File: config.mk
export PLATFORM = sky130hd
export DESIGN_NAME = mlr_front
export DESIGN_NICKNAME = d
export VERILOG_FILES = /design/src/sv/mlr_pkg.sv /design/src/sv/mlr_front.sv
export SDC_FILE = /design/constraint.sdc
export NUM_CORES = 1
export LEC_CHECK = 0
export BUFFER_PORTS_ARGS = -buffer_cell sky130_fd_sc_hd__buf_2
export CAP_MARGIN = 20
export CORE_MARGIN = 10
export CORE_UTILIZATION = 49
export DETAILED_ROUTE_END_ITERATION = 8
export PLACE_DENSITY = 0.76
export RECOVER_POWER = 25
export SLEW_MARGIN = 20
export SYNTH_ARGS = -nofsm -noshare
export SYNTH_HDL_FRONTEND = slang
export SYNTH_SLANG_ARGS = --single-unit
File: constraint.sdc
create_clock -name i_clk -period 2.54 [get_ports i_clk]
set_input_delay 0.508 -clock i_clk [delete_from_list [all_inputs] [get_ports i_clk]]
set_output_delay 0.508 -clock i_clk [all_outputs]
set_load 0.01 [all_outputs]
File: src/sv/mlr_pkg.sv
`default_nettype none
// ----------------------------------------------------------------------------
// mlr_pkg
// Shared types, constants and codes for the mask label recoder.
// ----------------------------------------------------------------------------
package mlr_pkg;

    // label and table geometry
    localparam int LABEL_W     = 16;
    localparam int TABLE_DEPTH = 32768;
    localparam int TAB_AW      = $clog2(TABLE_DEPTH);
    localparam logic [LABEL_W:0]   TABLE_LIMIT = (LABEL_W+1)'(TABLE_DEPTH);
    localparam logic [LABEL_W-1:0] LABEL_SAT   = {LABEL_W{1'b1}};
    localparam logic [LABEL_W-1:0] LABEL_FIRST = LABEL_W'(1);

    // epoch marks stand in for the per-entry valid bits of the remap table
    localparam int EPOCH_W = 8;
    localparam logic [EPOCH_W-1:0] EPOCH_MAX   = {EPOCH_W{1'b1}};
    localparam logic [EPOCH_W-1:0] EPOCH_FIRST = EPOCH_W'(1);

    // queue sizes (powers of two)
    localparam int CMDQ_DEPTH = 4;
    localparam int CMDQ_AW    = $clog2(CMDQ_DEPTH);
    localparam int CMDQ_CW    = $clog2(CMDQ_DEPTH + 1);
    localparam int RESQ_DEPTH = 2;
    localparam int RESQ_AW    = $clog2(RESQ_DEPTH);
    localparam int RESQ_CW    = $clog2(RESQ_DEPTH + 1);

    // configuration port
    localparam int CFG_IW = 2;
    localparam int CFG_DW = 32;
    localparam logic [CFG_IW-1:0] CFG_SELECT_MIN   = 2'd0;
    localparam logic [CFG_IW-1:0] CFG_SELECT_MAX   = 2'd1;
    localparam logic [CFG_IW-1:0] CFG_ALL_POSITIVE = 2'd2;

    // input mode codes
    localparam logic [1:0] MODE_VOXEL        = 2'd0;
    localparam logic [1:0] MODE_NEW_MASK     = 2'd1;
    localparam logic [1:0] MODE_RESET_LABELS = 2'd2;

    // request payloads
    typedef struct packed {
        logic [1:0]         mode;
        logic signed [31:0] mask_value;
        logic [LABEL_W-1:0] current_label;
    } t_in_item;

    typedef struct packed {
        logic [LABEL_W-1:0] new_label;
        logic               write_back;
        logic               label_out_of_table;
        logic               labels_exhausted;
        logic [LABEL_W-1:0] highest_label;
    } t_out_item;

    // classified command from front to back
    typedef enum logic [1:0] {
        CMD_PASS         = 2'd0,
        CMD_LOOKUP       = 2'd1,
        CMD_NEW_MASK     = 2'd2,
        CMD_RESET_LABELS = 2'd3
    } t_cmd_kind;

    typedef struct packed {
        t_cmd_kind          kind;
        logic               oot;
        logic [LABEL_W-1:0] cur_label;
    } t_cmd;

    // remap table word
    typedef struct packed {
        logic [EPOCH_W-1:0] epoch;
        logic [LABEL_W-1:0] target;
    } t_tab_word;

endpackage

`default_nettype wire

File: src/sv/mlr_front.sv
`default_nettype none
// ----------------------------------------------------------------------------
// mlr_front
// Configuration registers and classification of incoming voxel requests.
// ----------------------------------------------------------------------------
module mlr_front
    import mlr_pkg::*;
(
    input  wire logic              i_clk,
    input  wire logic              i_rst_n,
    input  wire logic              i_cfg_we,
    input  wire logic [CFG_IW-1:0] i_cfg_index,
    input  wire logic [CFG_DW-1:0] i_cfg_data,
    input  wire t_in_item          i_in,
    output t_cmd                   o_cmd
);

    logic signed [31:0] r_select_min;
    logic signed [31:0] r_select_max;
    logic               r_all_positive;

    logic               sel;
    logic               oot;

    // configuration registers
    always_ff @(posedge i_clk) begin
        if (!i_rst_n) begin
            r_select_min   <= 32'sd1;
            r_select_max   <= 32'sh7FFF_FFFF;
            r_all_positive <= 1'b0;
        end else if (i_cfg_we) begin
            unique case (i_cfg_index)
                CFG_SELECT_MIN:   r_select_min   <= $signed(i_cfg_data);
                CFG_SELECT_MAX:   r_select_max   <= $signed(i_cfg_data);
                CFG_ALL_POSITIVE: r_all_positive <= i_cfg_data[0];
                default: ;
            endcase
        end
    end

    // voxel selection and table range check
    always_comb begin
        if (r_all_positive) begin
            sel = i_in.mask_value > 32'sd0;
        end else begin
            sel = (i_in.mask_value != 32'sd0) && (i_in.mask_value >= r_select_min)
                  && (i_in.mask_value <= r_select_max);
        end
        oot = {1'b0, i_in.current_label} >= TABLE_LIMIT;
    end

    // command decode
    always_comb begin
        o_cmd.cur_label = i_in.current_label;
        o_cmd.oot       = 1'b0;
        o_cmd.kind      = CMD_PASS;
        unique case (i_in.mode)
            MODE_VOXEL: begin
                if (sel && oot) begin
                    o_cmd.oot = 1'b1;
                end else if (sel) begin
                    o_cmd.kind = CMD_LOOKUP;
                end
            end
            MODE_NEW_MASK:     o_cmd.kind = CMD_NEW_MASK;
            MODE_RESET_LABELS: o_cmd.kind = CMD_RESET_LABELS;
            default: ;
        endcase
    end

endmodule

`default_nettype wire

==> metrics.csv <==
stage;metric;value;unit
synth;synth_area_leaders;dfxtp_1 31%, ha_1 20%, nand2_1 9.7%;
synth;postSynthCellCount;518;
clocking;h-tree-depth;3;
sta;setup_ws;-0.4737;ns
global_route;antenna_found_initial;0;
synth;yosys_register_bits;65;
global_route;met2_usage;28.74;%
synth;yosysWarnings;0;
routing;wire_per_inst;16.23;um
sta;period_share;118.6;%
clocking;clk_latency;0.35;ns
synth;synth_cell_types;40;
clocking;clock_sinks;65;
sta;grt_setup_unrepaired;true;
synth;syn_nets;670;
sta;hold_viol;0;
routing;vias;3947;
routing;wl;11610;um
die;ios;106;
global_route;grt_pass1_vias;4003;
routing;drtPass1Iterations;5;
clocking;clk_pin_slew_worst_paths;0.08;ns
sta;max_freq;0.3318;GHz
synth;async_reset_ff_share;0;%
placement;place_inst;693;
critical_path;rrSetupSlack;1.77;ns
critical_path;crit_fanout;4;
layout;synthToLayoutAreaGrowth;29.64;%
clocking;cts_buffers;9;
critical_path;setup.worst_path.class;reg2out;
die;fp.dieH;112.2;um
critical_path;cp-end-kind;output port;
global_route;grt_overflow_total;0;
placement;numPortBuffers;75;
critical_path;arrival;2.51;ns
sta;slew_viol_final;0;
synth;synthSimpleGateAreaFrac;17.81;%
power;ir_worst_vdd;0.0003076;V
global_route;groute.usage.overall;17.34;%
sta;worst_pin_slew;1.200;ns
synth;yosys.area_share.adder;19.52;%
sta;fin_skew;0;ns
run_status;status;finished with violations;
routing;drtIter0Drc;218;
placement;place_congestion;0.8888;
synth;synth_area;4166;sq um
synth;synthXorXnorAreaFrac;0;%
global_route;globalRouteMet1Util;20.03;%
synth;synth_top_family_by_area;compound AO/OA/AOI/OAI gates;
flow_run;cap_violations;0;
worst_hold_path;hold_class;in2reg;
global_route;grt_pass1_wl;18370;um
global_route;grt-busiest-layer;met2;
routing;ant_nets;0;
layout;diodes;0;
routing;drc;0;
layout;nFillCells;657;
sta;hold-worst-slack;0.3859;ns
placement;dp_slack;-0.4278;ns
die;dieArea;12590;sq um
placement;place.detailed.hpwl;8248;um
sta;setup_viol;2;
global_route;grt_max_degree;63;
clocking;cts_tree;built;
synth;synth_mux_area_share;0.4805;%
die;die_w;112.2;um
sta;relSlewSlack;19.97;%
layout;drive_above_1_share;33.11;%
synth;yosysSeqAreaShare;31.23;%
synth;ys.flop_type;dfxtp_1;
run_status;violations;negative setup slack;
layout;fin_cells;715;
global_route;met3_usage;5.911;%
critical_path;required;2.03;ns
die;start_util;50.45;%
routing;viasPerCell;5.520;
power;cellPowerDensity;447.4;nW/um^2
die;rows;33;
synth;synth_compound_area_share;20.06;%
clocking;holdBufCountCts;0;
synth;avgSynthCellArea;8.043;sq um
clocking;root_buffer;clkbuf_8;
synth;yosysTopAreaCell;dfxtp_1;
die;coreArea;8258;sq um
critical_path;critPathLaunchType;flip-flop;
layout;nets;757;
power;cellLeakagePower;2.306;nW
synth;synth_top_area_share;31.23;%
synth;synth_edf_count;0;
clocking;clk_path_buf_depth;2;
sta;min_period;3.014;ns
==> layout make-up <==
class                   count  area [sq um]  share of cell area, %
repair buffers            113         655.6                  12.14
inverters                  68         255.2                  4.726
clock inverters             4         28.78                 0.5328
multi-input cells         348          2864                  53.02
well taps                 105         131.4                  2.432
flip-flops and latches     65          1321                  24.46
clock buffers              12         145.1                  2.687
==> power by group <==
part           switching (mW)  internal (mW)  total [mW]  leakage, nW
registers              0.0174           1.06        1.08        0.534
logic                   0.284          0.244       0.527         1.69
clock network           0.427          0.382       0.808       0.0826
==> kinds of logic (layout without fill, tap and decap cells) <==
logic type                 count (synthesis)  in the layout
buffers and inverters                    105            197
AOI/OAI and AO/OA                        117            117
muxes                                      2              2
adders and majority gates                 65             65
and+or+nand+nor                          164            164
DFF                                       65             65
==> registers in the layout, indices dropped and copies added, names as in the netlist <==
register	flops
r_all_positive	1
r_select_max	32
r_select_min	32
==> metal layers <==
metal / up-vias / wire (um) / part of all wire (%)
met2: 141 / 5558 / 48
li1: 1956 / - / -
met5: - / 0 / 0
met1: 1829 / 4822 / 42
met4: 0 / 281 / 2.4
met3: 21 / 943 / 8.1
==> stage by stage <==
stage               util [%]  area, sq um  TNS [ns]  power [mW]
finish                 65.41         5401   -0.9300       2.416
global route           65.41         5401    -1.221       2.540
CTS                    62.82         5187   -0.7246       2.386
detailed placement     57.32         4733   -0.8055       1.539
global placement       57.32         4733   -0.7762       1.521
floorplan                  -         4179         0       1.374
==> what timing repair did <==
action,CTS,global route
gates resized for setup,39,36
endpoints found under the hold margin,0,0
setup buffers,1,5
pin swaps,18,22
setup endpoints to repair,2,2
cloned,0,0
==> Yosys cell counts (all sizes together) (2+ instances only) <==
cell type and number:
a21oi 24, nor4 11, nand2b 2, nor3b 2, nor2b 2, inv 68
nand3b 3, nor2 4, nor3 3, a2111oi 3, o21a 2, dfxtp 65
o21ai 9, buf 16, a21o 4, mux2i 2, a21boi 33, nand4 17
o211ai 30, ha 65, nand3 9, nand2 108, clkbuf 21, a211oi 4
==> final timing paths <==
| check | start | end | cells after the start |
|---|---|---|---|
| worst max register to register | r_select_max[5]$_SDFFE_PN1P_ | r_select_max[5]$_SDFFE_PN1P_ | 3 |
| worst min-delay path | i_cfg_data[8] | r_select_max[8]$_SDFFE_PN1P_ | 3 |
| worst max-delay path | r_select_min[29]$_SDFFE_PN0P_ | o_cmd[16] | 9 |
| worst min register to register | r_select_min[24]$_SDFFE_PN0P_ | r_select_min[24]$_SDFFE_PN0P_ | 2 |
==> cell usage in the layout (no fill, tap or decap), drive strengths merged, types with 9 or more instances in the layout <==
master,instances
inv,68
buf,110
nand2,108
o211ai,30
nand3,9
a21boi,33
nor4,11
a21oi,24
nand4,17
dfxtp,65
ha,65
clkbuf,15
o21ai,9
==> critical path, cell delays in order, from the launching register on <==
cell and delay [ns]:
dfxtp_2 0.32, inv_1 0.09, ha_4 0.21, nand4_1 0.25, nor3_2 0.08, a2111oi_2 0.48, mux2i_1 0.31, o2bb2ai_2 0.18
a211oi_2 0.09, buf_2 0.15
Power figures use the tool's default switching activity.
