$ cat config.mk
export PLATFORM = sky130hd
export DESIGN_NAME = mlr_cmd_fifo
export DESIGN_NICKNAME = d
export VERILOG_FILES = /design/src/sv/mlr_pkg.sv /design/src/sv/mlr_cmd_fifo.sv
export SDC_FILE = /design/constraint.sdc
export NUM_CORES = 1
export LEC_CHECK = 0
export BUFFER_PORTS_ARGS = -buffer_cell sky130_fd_sc_hd__buf_2
export CELL_PAD_IN_SITES_DETAIL_PLACEMENT = 0
export CELL_PAD_IN_SITES_GLOBAL_PLACEMENT = 1
export CORE_MARGIN = 2
export CORE_UTILIZATION = 53
export DETAILED_ROUTE_END_ITERATION = 8
export GPL_TIMING_DRIVEN = 0
export PLACE_DENSITY_LB_ADDON = 0.12
export RECOVER_POWER = 25
export SYNTH_ARGS = -nofsm -noshare
export SYNTH_HDL_FRONTEND = slang
export SYNTH_SLANG_ARGS = --single-unit
$ cat constraint.sdc
create_clock -name i_clk -period 5.4 [get_ports i_clk]
set_input_delay 0.54 -clock i_clk [delete_from_list [all_inputs] [get_ports i_clk]]
set_output_delay 0.54 -clock i_clk [all_outputs]
set_load 0.02 [all_outputs]
$ cat src/sv/mlr_pkg.sv
`default_nettype none
// ----------------------------------------------------------------------------
// mlr_pkg
// Shared types, constants and codes for the mask label recoder.
// ----------------------------------------------------------------------------
package mlr_pkg;

    // label and table geometry
    localparam int LABEL_W     = 16;
    localparam int TABLE_DEPTH = 32768;
    localparam int TAB_AW      = $clog2(TABLE_DEPTH);
    localparam logic [LABEL_W:0]   TABLE_LIMIT = (LABEL_W+1)'(TABLE_DEPTH);
    localparam logic [LABEL_W-1:0] LABEL_SAT   = {LABEL_W{1'b1}};
    localparam logic [LABEL_W-1:0] LABEL_FIRST = LABEL_W'(1);

    // epoch marks stand in for the per-entry valid bits of the remap table
    localparam int EPOCH_W = 8;
    localparam logic [EPOCH_W-1:0] EPOCH_MAX   = {EPOCH_W{1'b1}};
    localparam logic [EPOCH_W-1:0] EPOCH_FIRST = EPOCH_W'(1);

    // queue sizes (powers of two)
    localparam int CMDQ_DEPTH = 4;
    localparam int CMDQ_AW    = $clog2(CMDQ_DEPTH);
    localparam int CMDQ_CW    = $clog2(CMDQ_DEPTH + 1);
    localparam int RESQ_DEPTH = 2;
    localparam int RESQ_AW    = $clog2(RESQ_DEPTH);
    localparam int RESQ_CW    = $clog2(RESQ_DEPTH + 1);

    // configuration port
    localparam int CFG_IW = 2;
    localparam int CFG_DW = 32;
    localparam logic [CFG_IW-1:0] CFG_SELECT_MIN   = 2'd0;
    localparam logic [CFG_IW-1:0] CFG_SELECT_MAX   = 2'd1;
    localparam logic [CFG_IW-1:0] CFG_ALL_POSITIVE = 2'd2;

    // input mode codes
    localparam logic [1:0] MODE_VOXEL        = 2'd0;
    localparam logic [1:0] MODE_NEW_MASK     = 2'd1;
    localparam logic [1:0] MODE_RESET_LABELS = 2'd2;

    // request payloads
    typedef struct packed {
        logic [1:0]         mode;
        logic signed [31:0] mask_value;
        logic [LABEL_W-1:0] current_label;
    } t_in_item;

    typedef struct packed {
        logic [LABEL_W-1:0] new_label;
        logic               write_back;
        logic               label_out_of_table;
        logic               labels_exhausted;
        logic [LABEL_W-1:0] highest_label;
    } t_out_item;

    // classified command from front to back
    typedef enum logic [1:0] {
        CMD_PASS         = 2'd0,
        CMD_LOOKUP       = 2'd1,
        CMD_NEW_MASK     = 2'd2,
        CMD_RESET_LABELS = 2'd3
    } t_cmd_kind;

    typedef struct packed {
        t_cmd_kind          kind;
        logic               oot;
        logic [LABEL_W-1:0] cur_label;
    } t_cmd;

    // remap table word
    typedef struct packed {
        logic [EPOCH_W-1:0] epoch;
        logic [LABEL_W-1:0] target;
    } t_tab_word;

endpackage

`default_nettype wire

$ cat src/sv/mlr_cmd_fifo.sv
`default_nettype none
// ----------------------------------------------------------------------------
// mlr_cmd_fifo
// Short command queue between the classifying front and the table back end.
// ----------------------------------------------------------------------------
module mlr_cmd_fifo
    import mlr_pkg::*;
(
    input  wire logic i_clk,
    input  wire logic i_rst_n,
    input  wire logic i_push,
    input  wire t_cmd i_cmd,
    output logic      o_full,
    input  wire logic i_pop,
    output logic      o_valid,
    output t_cmd      o_cmd
);

    t_cmd               r_q [CMDQ_DEPTH];
    logic [CMDQ_AW-1:0] r_wptr;
    logic [CMDQ_AW-1:0] r_rptr;
    logic [CMDQ_CW-1:0] r_count;

    logic do_push;
    logic do_pop;

    assign o_full  = r_count == CMDQ_CW'(CMDQ_DEPTH);
    assign o_valid = r_count != '0;
    assign o_cmd   = r_q[r_rptr];
    assign do_push = i_push && !o_full;
    assign do_pop  = i_pop && o_valid;

    // pointers and fill count
    always_ff @(posedge i_clk) begin
        if (!i_rst_n) begin
            r_wptr  <= '0;
            r_rptr  <= '0;
            r_count <= '0;
        end else begin
            if (do_push) begin
                r_wptr <= r_wptr + CMDQ_AW'(1);
            end
            if (do_pop) begin
                r_rptr <= r_rptr + CMDQ_AW'(1);
            end
            if (do_push && !do_pop) begin
                r_count <= r_count + CMDQ_CW'(1);
            end else if (do_pop && !do_push) begin
                r_count <= r_count - CMDQ_CW'(1);
            end
        end
    end

    // storage
    always_ff @(posedge i_clk) begin
        if (do_push) begin
            r_q[r_wptr] <= i_cmd;
        end
    end

endmodule

`default_nettype wire

==> results of run 1 <==
-- kinds of logic (layout without fill, tap and decap cells) --
family	after synthesis	after routing
compound gates	4	4
xor+xnor	4	4
fa+ha+maj	6	6
buf+inv	9	66
flops	85	85
mux	22	22
simple gates	17	17
-- per-stage QoR --
step	instance area, um2	total power, mW	cells	hold WS, ns
6_report	3710	1.68	279	0.425
5_1_grt	3710	1.78	279	0.418
4_1_cts	3730	1.71	279	0.404
3_5_place_dp	3580	1.36	264	0.513
3_3_place_gp	3580	1.34	264	0.477
2_1_floorplan	3280	1.21	147	0.468
-- state kept, by name, indices dropped and copies added, names as in the netlist, named ones only --
signal   count
r_rptr       2
r_q         76
r_count      3
r_wptr       2
-- worst paths after layout --
check | endpoint | cells after the start | start | slack [ns]
min reg2reg | r_wptr[1] | 2 | r_wptr[1] | 0.52
max | o_cmd[1] | 4 | flop | 3.15
min | r_q[0][5] | 1 | i_cmd[5] | 0.42
max reg2reg | r_count[2] | 9 | r_count[0] | 3.21
-- area by class of cell --
type	count	area (um2)	area share (%)
Sequential cell	85	2460	66.3
Multi-Input combinational cell	53	746	20.1
Timing Repair Buffer	42	195	5.26
Clock buffer	11	131	3.54
Tap cell	75	93.8	2.53
Buffer	6	56.3	1.52
Clock inverter	4	16.3	0.438
Inverter	3	11.3	0.303
-- layout by cell type, fill, tap and decap left out --
master | Yosys | routed
sky130_fd_sc_hd__ha_1 | 5 | 5
sky130_fd_sc_hd__xor2_1 | 1 | 1
sky130_fd_sc_hd__mux4_2 | 12 | 12
sky130_fd_sc_hd__nand2_1 | 4 | 4
sky130_fd_sc_hd__clkbuf_8 | 0 | 9
sky130_fd_sc_hd__or3_1 | 2 | 2
sky130_fd_sc_hd__a21boi_0 | 1 | 1
sky130_fd_sc_hd__clkinv_1 | 0 | 3
sky130_fd_sc_hd__clkbuf_1 | 1 | 15
sky130_fd_sc_hd__nor3b_2 | 1 | 1
sky130_fd_sc_hd__o21ai_0 | 1 | 1
sky130_fd_sc_hd__fa_1 | 1 | 1
sky130_fd_sc_hd__o31ai_2 | 1 | 1
sky130_fd_sc_hd__mux4_1 | 7 | 7
sky130_fd_sc_hd__buf_6 | 2 | 2
sky130_fd_sc_hd__mux2i_1 | 3 | 3
sky130_fd_sc_hd__buf_2 | 2 | 32
sky130_fd_sc_hd__dfxtp_1 | 9 | 9
sky130_fd_sc_hd__o311ai_2 | 1 | 1
sky130_fd_sc_hd__inv_1 | 3 | 3
sky130_fd_sc_hd__nor2b_1 | 2 | 2
sky130_fd_sc_hd__edfxtp_1 | 76 | 76
sky130_fd_sc_hd__clkinv_2 | 0 | 1
sky130_fd_sc_hd__buf_12 | 1 | 1
sky130_fd_sc_hd__xnor2_1 | 3 | 3
sky130_fd_sc_hd__and2_1 | 8 | 8
-- per-layer routing --
| metal | track usage, % | share of wire, % | vias up |
|---|---|---|---|
| met2 | 27.7 | 52 | 38 |
| met1 | 18.6 | 41 | 742 |
| met3 | 4.46 | 5.1 | 7 |
| met4 | 8.36 | 1.3 | 0 |
| met5 | 0 | 0 | - |
| li1 | - | - | 706 |
-- report_power, final --
group	total, mW	leakage (nW)	switching (mW)	internal (mW)
clock network	0.350	0.0757	0.191	0.159
logic	0.496	0.423	0.269	0.227
registers	0.838	0.771	0.0352	0.803
total	1.68	1.27	0.495	1.19
==> qor.tcl, run 1 <==
set qor(status) {complete, no violations}
set qor(first_pass_iters) 4
set qor(worst_path_slowest_cell) {sky130_fd_sc_hd__mux4_2}
set qor(synth-edff-count) 76
set qor(numCtsBuffers) 9
set qor(critical_path_buf_inv_count) 3
set qor(yosysSeqAreaShare_pct) 75.2
set qor(clockRootBuffer) {sky130_fd_sc_hd__clkbuf_8}
set qor(tritoncts_clock_tree) {built}
set qor(timing.critical_path.fanout_max) 10
set qor(yosysWarnings) 0
set qor(pre_cts_slack_ns) 3.18
set qor(final_setup_violating_endpoints) 0
set qor(global_route_wire_length_before_repair_um) 7730
set qor(critical_path_required_ns) 4.86
set qor(synth_top_cells_by_area) {sky130_fd_sc_hd__edfxtp_1 (70%), sky130_fd_sc_hd__mux4_2 (8.3%), sky130_fd_sc_hd__mux4_1 (5.6%), sky130_fd_sc_hd__dfxtp_1 (5.5%), sky130_fd_sc_hd__ha_1 (1.9%)}
set qor(worstSkewPairLatency_ns) 0.33
set qor(final_worst_path_period_need_ns) 2.25
set qor(combinational_family_with_the_most_area_after_synthesis) {multiplexers}
set qor(max_clock_buf_depth) 2
set qor(grt_pass1_vias) 1595
set qor(num_vias) 1493
set qor(post_synth_mux_area_share_pct) 14.8
set qor(synthTopCellsByCount) {sky130_fd_sc_hd__edfxtp_1 (76), sky130_fd_sc_hd__mux4_2 (12), sky130_fd_sc_hd__dfxtp_1 (9), sky130_fd_sc_hd__and2_1 (8), sky130_fd_sc_hd__mux4_1 (7)}
set qor(grt_setup_unrepaired) {false}
set qor(hold_viol_final) 0
set qor(max-vdd-ir-drop_v) 0.000241
set qor(synth.net_count) 176
set qor(timing.critical_path.max_delay_family) {buffers and inverters}
set qor(antenna-diode-count) 0
set qor(globalplace.congestion) 0.731
set qor(cts_max_level) 3
set qor(power.leakage_nw) 1.27
set qor(floorplan.core_area_um2) 5960
set qor(synth.largest_area_cell) {sky130_fd_sc_hd__edfxtp_1}
set qor(worst_path_most_repeated_cell) {sky130_fd_sc_hd__buf_2}
set qor(chipHeight_um) 82.6
set qor(gr_ovfl_total) 0
set qor(cts_resized) 0
set qor(initialDrtViolationCount) 89
set qor(cts-hold-fix-buffers) 0
set qor(number_of_register_bits_inferred_by_synthesis) 85
set qor(total_negative_slack_ns) 0
set qor(clkSlewWorstSetupHoldPaths_ns) 0.07
set qor(post_synth_and_or_nand_nor_area_fraction_pct) 3.13
set qor(totalWireLength_um) 4980
set qor(timing.critical_path.to_type) {output pin}
set qor(post_synth_instance_area_um2) 3280
set qor(timing.final.ws_setup_ns) 3.15
set qor(final_layout_size_suffix_gt1_share_pct) 29.4
set qor(post_synthesis_compound_gate_area_fraction_pct) 1.26
set qor(cp_slowest_stage_delay_ns) 0.35
set qor(timing.final.max_slew_violations) 0
set qor(synth.distinct_cells) 23
set qor(drcViolationCount) 0
set qor(synth_area_per_cell_um2) 22.3
set qor(worst_setup_skew_after_layout_ns) 0.00559
set qor(tightest_slew_ns) 1.00
set qor(worstHoldPathType) {input pin to flop}
set qor(start_util_pct) 55.0
set qor(post_synth_xor_area_fraction_pct) 1.07
set qor(cts.repair_timing.setup_buffer_count) 0
set qor(layout_worst_path_cycle_share_pct) 41.7
set qor(critical_path_class) {flop to output pin}
set qor(fillers) 454
set qor(crit_path_cell_trace) {buf_2 > buf_2 > mux4_2 > buf_2}
set qor(post_drt_via_cell_ratio) 5.35
set qor(cap_viol_max_count) 0
set qor(worst_setup_path_start_kind) {flop}
set qor(p_per_area_nw_per_um2) 454
set qor(gr-usage-all-layers_pct) 16.2
set qor(synthAdderAreaFrac_pct) 2.52
set qor(post-dp-hpwl_um) 3240
set qor(postSynthCellCount) 147
set qor(post-route-util_pct) 62.3
set qor(slew_headroom_pct) 33.0
set qor(fp.dieArea_um2) 6830
set qor(post-synth-top-area-fraction_pct) 69.7
set qor(numClockSinks) 85
set qor(fp-row-count) 28
set qor(maxClockFrequency_mhz) 444
set qor(grt_antenna_before_repair) 0
set qor(pin_count_of_the_biggest_net_entering_global_routing) 20
set qor(synth_ff_type) {sky130_fd_sc_hd__edfxtp_1}
set qor(layout-area-overhead-vs-synth_pct) 13.3
set qor(top_level_ports) 44
set qor(wire_per_inst_um) 17.8
set qor(route.antenna.remaining_nets) 0
set qor(worst-endpoint-arrival_ns) 1.71
set qor(port_buffers) 42
set qor(synth_async_sr_flop_share_pct) 0
set qor(final_net_count) 229
set qor(die_w_um) 82.6
set qor(yosys.cell_count.top_type) {sky130_fd_sc_hd__edfxtp_1}
Note: power is estimated with default switching activity, not from simulation.
==> run 2: changes to the inputs <==
--- a/config.mk
+++ b/config.mk
@@ -9,7 +9,7 @@
 export CELL_PAD_IN_SITES_DETAIL_PLACEMENT = 0
 export CELL_PAD_IN_SITES_GLOBAL_PLACEMENT = 1
 export CORE_MARGIN = 2
-export CORE_UTILIZATION = 53
+export CORE_UTILIZATION = 44
 export DETAILED_ROUTE_END_ITERATION = 8
 export GPL_TIMING_DRIVEN = 0
 export PLACE_DENSITY_LB_ADDON = 0.12
==> constraint.sdc (replaced) <==
create_clock -name i_clk -period 1.8 [get_ports i_clk]
set_input_delay 0.18 -clock i_clk [delete_from_list [all_inputs] [get_ports i_clk]]
set_output_delay 0.18 -clock i_clk [all_outputs]
set_load 0.02 [all_outputs]
==> run 2 against run 1 <==
The flow now finishes with violations (negative setup slack). Worst setup slack worse by 3.3 ns. Register-to-register slack lost 3.3 ns. Cell count grew 13%. Cell area is 9.0% higher. Utilization decreased by 6.3 points. Worst hold slack got worse by 0.36 ns. Combinational power grew to 4.2 times the previous value. Sequential share of layout area decreased by 5.1 points. Non-clock buffer count grew 12. Via count up 4.0%. Flip-flop and latch count unchanged. Critical path type is now flop to flop. Critical endpoint is now r_count[2]. Largest cell class unchanged. Largest power group unchanged.
==> qor.tcl, run 2 (same netlist as run 1, synthesis figures left out) <==
set qor(grt_setup_unrepaired) {true}
set qor(wire_per_inst_um) 16.8 ;# -5.8%
set qor(cts_max_level) 3 ;# unchanged
set qor(top_level_ports) 44 ;# unchanged
set qor(crit_path_cell_trace) {nor3b_4 > nor2b_1 > buf_6 > ha_4 > inv_2 > fa_2 > xor2_1 > or3_1 > a21boi_1}
set qor(grt_pass1_vias) 1623 ;# +1.8%
set qor(place_inst) 288 ;# +9.1%
set qor(total_negative_slack_ns) -0.232 ;# -0.232 ns
set qor(final_layout_size_suffix_gt1_share_pct) 43.3 ;# +14 points
set qor(initialDrtViolationCount) 99 ;# +11%
set qor(netSwitchingFraction_pct) 28.6 ;# -0.82 points
set qor(pin_count_of_the_biggest_net_entering_global_routing) 20 ;# unchanged
set qor(gr-usage-all-layers_pct) 13.8 ;# -2.4 points
set qor(worst-endpoint-arrival_ns) 2.19 ;# +0.48 ns
set qor(worstHoldPathType) {input pin to flop}
set qor(drcViolationCount) 0 ;# unchanged
set qor(timing.final.max_slew_violations) 0 ;# unchanged
set qor(route.antenna.remaining_nets) 0 ;# unchanged
set qor(hold_viol_final) 0 ;# unchanged
set qor(post-dp-hpwl_um) 3280 ;# +1.4%
set qor(cell_internal_pwr_mw) 4.13 ;# +250%
set qor(worst_path_slowest_cell) {sky130_fd_sc_hd__dfxtp_4}
set qor(power_frac_seq_pct) 43.9 ;# -5.9 points
set qor(antenna-diode-count) 0 ;# unchanged
set qor(timing.critical_path.to_type) {flop}
set qor(post_drt_via_cell_ratio) 4.91 ;# -8.2%
set qor(status) {complete, but fails checks}
set qor(rr_endpoint) {r_count[2]}
set qor(timing.critical_path.max_delay_family) {simple AND/OR/NAND/NOR gates}
set qor(largestRegisters) {r_q: 76 flops, r_count: 3 flops}
set qor(switchingPower_mw) 1.65 ;# +230%
set qor(r2r.worst_path.cells) 9 ;# unchanged
set qor(fillers) 581 ;# +28%
set qor(floorplan.core_area_um2) 7210 ;# +21%
set qor(combinationalPowerShare_pct) 35.6 ;# +6.2 points
set qor(slew_headroom_pct) 64.9 ;# +32 points
set qor(worst_setup_skew_after_layout_ns) 0.0112 ;# +0.00557 ns
set qor(critical_path_required_ns) 2.06 ;# -2.80 ns
set qor(start_util_pct) 45.4 ;# -9.6 points
set qor(totalWireLength_um) 5310 ;# +6.6%
set qor(max_clock_buf_depth) 2 ;# unchanged
set qor(fp-row-count) 31 ;# +11%
set qor(numCtsBuffers) 9 ;# unchanged
set qor(globalplace.congestion) 0.667 ;# -8.7%
set qor(regToRegSetupSlack_ns) -0.14 ;# -3.35 ns
set qor(cp_slowest_stage_delay_ns) 0.36 ;# about the same
set qor(die_w_um) 90.3 ;# +9.3%
set qor(timing.critical_path.fanout_max) 3 ;# -7
set qor(timing.final.ws_setup_ns) -0.137 ;# -3.29 ns
set qor(critical_path_buf_inv_count) 2 ;# -1
set qor(num_vias) 1552 ;# +4.0%
set qor(clkSlewWorstSetupHoldPaths_ns) 0.07 ;# about the same
set qor(worst_r2r_start) {r_count[2]}
set qor(layout.cells.most_common) {sky130_fd_sc_hd__edfxtp_1}
set qor(worst_setup_path_startpoint) {r_count[2]}
set qor(final_net_count) 241 ;# +5.2%
set qor(cts-hold-fix-buffers) 0 ;# unchanged
set qor(worst_hold_path.num_cells) 1 ;# unchanged
set qor(fp.dieArea_um2) 8150 ;# +19%
set qor(p_per_area_nw_per_um2) 1430 ;# +220%
set qor(grt_antenna_before_repair) 0 ;# unchanged
set qor(register_with_the_most_flip_flops) {r_q}
set qor(power.clock.fraction_pct) 20.5 ;# -0.3 points
set qor(hold_start) {i_cmd[10]}
set qor(numClockSinks) 85 ;# unchanged
set qor(critical_path_class) {flop to flop}
set qor(first_pass_iters) 4 ;# unchanged
set qor(largest_register_ffs) 76 ;# unchanged
set qor(final_worst_path_period_need_ns) 1.94
set qor(clockRootBuffer) {sky130_fd_sc_hd__clkbuf_8}
set qor(max-vdd-ir-drop_v) 0.000611 ;# +150%
set qor(final_setup_violating_endpoints) 7 ;# +7
set qor(port_buffers) 42 ;# unchanged
set qor(min_to) {r_q[1][10]}
set qor(gr_ovfl_total) 0 ;# unchanged
set qor(worstSkewPairLatency_ns) 0.33 ;# about the same
set qor(layout.cells.non_filler) 316 ;# +13%
set qor(chipHeight_um) 90.3 ;# +9.3%
set qor(tritoncts_clock_tree) {built}
set qor(layout_worst_path_cycle_share_pct) 108
set qor(failed_checks) {negative setup slack}
set qor(layout-area-overhead-vs-synth_pct) 23.5
set qor(power.leakage_nw) 1.38 ;# +8.3%
set qor(global_route_wire_length_before_repair_um) 8450 ;# +9.3%
set qor(worst_setup_path_start_kind) {flop}
set qor(layout.cells.most_common_list) {sky130_fd_sc_hd__edfxtp_1 (76), sky130_fd_sc_hd__mux4_2 (19), sky130_fd_sc_hd__buf_6 (18)}
set qor(tightest_slew_ns) 0.526 ;# -0.478 ns
set qor(cap_viol_max_count) 0 ;# unchanged
set qor(maxClockFrequency_mhz) 516
run 2: worst max path at each step:
stage	to	slack (ns)	cells past startpoint
floorplan	r_count[2]	-0.08	9
global placement	r_q[0][13]	-0.18	4
detailed placement	r_q[0][17]	-0.23	4
CTS	r_count[2]	-0.14	9
global route	r_count[2]	-0.20	9
finish	r_count[2]	-0.14	9
run 2: cell type report:
class | count | area (um2) | area share (%)
clock inverter | 3 | 21.3 | 0.526
tap | 99 | 124 | 3.06
clock buffer | 13 | 159 | 3.93
sequential | 85 | 2470 | 61.2
inverter | 3 | 11.3 | 0.278
buffer | 5 | 48.8 | 1.21
multi-input combinational | 53 | 758 | 18.7
timing repair buffer | 55 | 448 | 11.1
run 2: per-layer routing:
metal  share of wire, %  vias to the layer above  global-route usage [%]
met3                4.8                        6                    3.51
met4               0.98                        0                    6.92
met1                 42                      798                    16.9
li1                   -                      718                       -
met2                 52                       30                    22.9
met5                  0                        -                       0
run 2: power groups by stage:
stage	Combinational [mW]	Clock, mW	Sequential (mW)
after floorplan	1.15	0	2.54
after global placement	1.52	0	2.56
after detailed placement	1.56	0	2.58
after CTS	1.96	1.22	2.54
after global routing	2.20	1.31	2.56
final	2.06	1.19	2.54
run 2: what timing repair did:
item | CTS | global route
hold endpoints to repair | 0 | 0
endpoints found under the setup margin | 89 | 64
buffers inserted | 10 | 3
resized for setup | 27 | 29
gates cloned | 1 | 0
run 2: metrics by stage:
stage | worst slack, ns | hold slack [ns] | util, % | total power [mW] | area, um2
5_1_grt | -0.200 | 0.0579 | 56.1 | 6.07 | 4050
6_report | -0.137 | 0.0634 | 56.1 | 5.78 | 4050
3_3_place_gp | -0.184 | 0.389 | 50.4 | 4.07 | 3640
4_1_cts | -0.143 | 0.0358 | 55.8 | 5.72 | 4030
3_5_place_dp | -0.229 | 0.398 | 50.4 | 4.14 | 3640
2_1_floorplan | -0.0753 | 0.279 | - | 3.69 | 3300
==> run 3: changes to the inputs <==
--- a/config.mk
+++ b/config.mk
@@ -12,6 +12,7 @@
 export CORE_UTILIZATION = 44
 export DETAILED_ROUTE_END_ITERATION = 8
 export GPL_TIMING_DRIVEN = 0
+export MAX_ROUTING_LAYER = met4
 export PLACE_DENSITY_LB_ADDON = 0.12
 export RECOVER_POWER = 25
 export SYNTH_ARGS = -nofsm -noshare
==> run 3 against run 2 <==
The flow still finishes with violations (negative setup slack). Total power hardly changed. Sequential power about the same. Flip-flop and latch count unchanged. Global-route usage rose by 0.41 points. Worst setup slack improved by 0.0010 ns. Non-clock buffer count unchanged. Clock-buffer cell count unchanged. Fmax about the same. First-iteration DRC count grew 12%. Highest routed layer unchanged.
==> qor.tcl, run 3 (same netlist as run 1, synthesis figures left out) <==
set qor(numCtsBuffers) 9 ;# unchanged
set qor(layout-area-overhead-vs-synth_pct) 23.5 ;# unchanged
set qor(num_vias) 1556 ;# +0.26%
set qor(maxClockFrequency_mhz) 517 ;# about the same
set qor(regToRegSetupSlack_ns) -0.14 ;# about the same
set qor(placedInstanceArea_um2) 3640 ;# unchanged
set qor(largest_register_ffs) 76 ;# unchanged
set qor(grt_pass1_vias) 1626 ;# +0.18%
set qor(cts-hold-fix-buffers) 0 ;# unchanged
set qor(worst-endpoint-arrival_ns) 2.19 ;# about the same
set qor(p_per_area_nw_per_um2) 1430 ;# about the same
set qor(route.antenna.remaining_nets) 0 ;# unchanged
set qor(numClockSinks) 85 ;# unchanged
set qor(layout.cells.most_common_list) {sky130_fd_sc_hd__edfxtp_1 (76), sky130_fd_sc_hd__mux4_2 (19), sky130_fd_sc_hd__buf_6 (18)}
set qor(first_pass_iters) 4 ;# unchanged
set qor(largestRegisters) {r_q: 76 flops, r_count: 3 flops}
set qor(final_layout_size_suffix_gt1_share_pct) 43.3 ;# unchanged
set qor(post-dp-hpwl_um) 3280 ;# unchanged
set qor(post_drt_via_cell_ratio) 4.92 ;# +0.26%
set qor(globalplace.congestion) 0.673 ;# +0.96%
set qor(gr_ovfl_total) 0 ;# unchanged
set qor(regArea_um2) 2470 ;# unchanged
set qor(final_setup_violating_endpoints) 7 ;# unchanged
set qor(layout.cells.most_common) {sky130_fd_sc_hd__edfxtp_1}
set qor(timing.final.max_slew_violations) 0 ;# unchanged
set qor(layout_worst_path_cycle_share_pct) 108 ;# about the same
set qor(final_net_count) 241 ;# unchanged
set qor(top_level_ports) 44 ;# unchanged
set qor(wire_per_inst_um) 16.9 ;# +0.56%
set qor(cts_max_level) 3 ;# unchanged
set qor(worstSkewPairLatency_ns) 0.33 ;# about the same
set qor(timing.critical_path.to_type) {flop}
set qor(final_worst_path_period_need_ns) 1.94 ;# -0.00102 ns
set qor(initialDrtViolationCount) 111 ;# +12%
set qor(critical_path_required_ns) 2.06 ;# about the same
set qor(timing.critical_path.fanout_max) 3 ;# unchanged
set qor(worst_setup_path_start_kind) {flop}
set qor(slew_headroom_pct) 65.0 ;# about the same
set qor(cap_viol_max_count) 0 ;# unchanged
set qor(floorplan.core_area_um2) 7210 ;# unchanged
set qor(design_power_total_mw) 5.78 ;# about the same
set qor(hold_viol_final) 0 ;# unchanged
set qor(start_util_pct) 45.4 ;# unchanged
set qor(drcViolationCount) 0 ;# unchanged
set qor(clkSlewWorstSetupHoldPaths_ns) 0.07 ;# about the same
set qor(total_negative_slack_ns) -0.218 ;# +0.0145 ns
set qor(worst_setup_skew_after_layout_ns) 0.0118 ;# +0.000655 ns
set qor(critical_path_class) {flop to flop}
set qor(max_clock_buf_depth) 2 ;# unchanged
set qor(status) {complete, but fails checks}
set qor(gr-usage-all-layers_pct) 14.2 ;# +0.41 points
set qor(multi_input_comb_area_um2) 758 ;# unchanged
set qor(holdWs_ns) 0.0619 ;# -0.00160 ns
set qor(global_route_wire_length_before_repair_um) 8450 ;# unchanged
set qor(chipHeight_um) 90.3 ;# unchanged
set qor(grt_setup_unrepaired) {true}
set qor(port_buffers) 42 ;# unchanged
set qor(pre_cts_slack_ns) -0.229 ;# unchanged
set qor(failed_checks) {negative setup slack}
set qor(pin_count_of_the_biggest_net_entering_global_routing) 20 ;# unchanged
set qor(die_w_um) 90.3 ;# unchanged
set qor(power.leakage_nw) 1.38 ;# unchanged
set qor(timing.final.ws_setup_ns) -0.136 ;# +0.00102 ns
set qor(antenna-diode-count) 0 ;# unchanged
set qor(fp-row-count) 31 ;# unchanged
set qor(clockRootBuffer) {sky130_fd_sc_hd__clkbuf_8}
set qor(tightest_slew_ns) 0.525 ;# -0.000736 ns
set qor(fillers) 581 ;# unchanged
set qor(register_with_the_most_flip_flops) {r_q}
set qor(totalWireLength_um) 5340 ;# +0.56%
set qor(max-vdd-ir-drop_v) 0.000610 ;# -0.21%
set qor(tritoncts_clock_tree) {built}
set qor(grt_antenna_before_repair) 0 ;# unchanged
set qor(final_area_um2) 4050 ;# unchanged
set qor(worstHoldPathType) {input pin to flop}
set qor(fp.dieArea_um2) 8150 ;# unchanged
## run 3: area by class of cell
cell class                      instances  share of cell area, %
Sequential cell                        85                   61.2
Clock inverter                          3                  0.526
Tap cell                               99                   3.06
Multi-Input combinational cell         53                   18.7
Clock buffer                           13                   3.93
Timing Repair Buffer                   55                   11.1
Buffer                                  5                   1.21
Inverter                                3                  0.278
## run 3: layer usage
metal | global-route usage, % | vias up | share of wire, %
met5 | - | - | 0
met4 | 6.92 | 0 | 1.4
met3 | 3.51 | 9 | 4.3
met2 | 22.9 | 27 | 52
met1 | 16.9 | 801 | 43
li1 | - | 719 | -
## run 3: worst paths after layout
path                            startpoint         end  cells after the start
worst min register to register   r_wptr[1]   r_wptr[1]                      2
worst max-delay path            r_count[2]  r_count[2]                      8
worst min-delay path             i_cmd[10]  r_q[1][10]                      1
worst max register to register  r_count[2]  r_count[2]                      8
## run 3: what timing repair did
action,CTS,global route
setup buffers,10,3
gates cloned,1,0
gates resized for setup,27,29
setup endpoints to repair,89,64
## run 3: where the power goes
part	switching (mW)	leakage, nW	total [mW]	internal (mW)
clock network	0.608	0.0896	1.19	0.578
logic	0.923	0.513	2.06	1.13
registers	0.122	0.773	2.54	2.42
## run 3: through the flow
step / instances / utilization, %
finish: 316 / 56.1
global route: 316 / 56.1
CTS: 315 / 55.8
detailed placement: 288 / 50.4
global placement: 288 / 50.4
floorplan: 147 / -
## run 3: worst max-delay path, cell delays in order, from the launching register on
cell                       delay [ns]
sky130_fd_sc_hd__dfxtp_4         0.36
sky130_fd_sc_hd__buf_12          0.12
sky130_fd_sc_hd__o31ai_4         0.23
sky130_fd_sc_hd__ha_4            0.19
sky130_fd_sc_hd__inv_2           0.04
sky130_fd_sc_hd__fa_2            0.33
sky130_fd_sc_hd__xor2_1          0.16
sky130_fd_sc_hd__or3_1           0.31
sky130_fd_sc_hd__a21boi_1        0.12
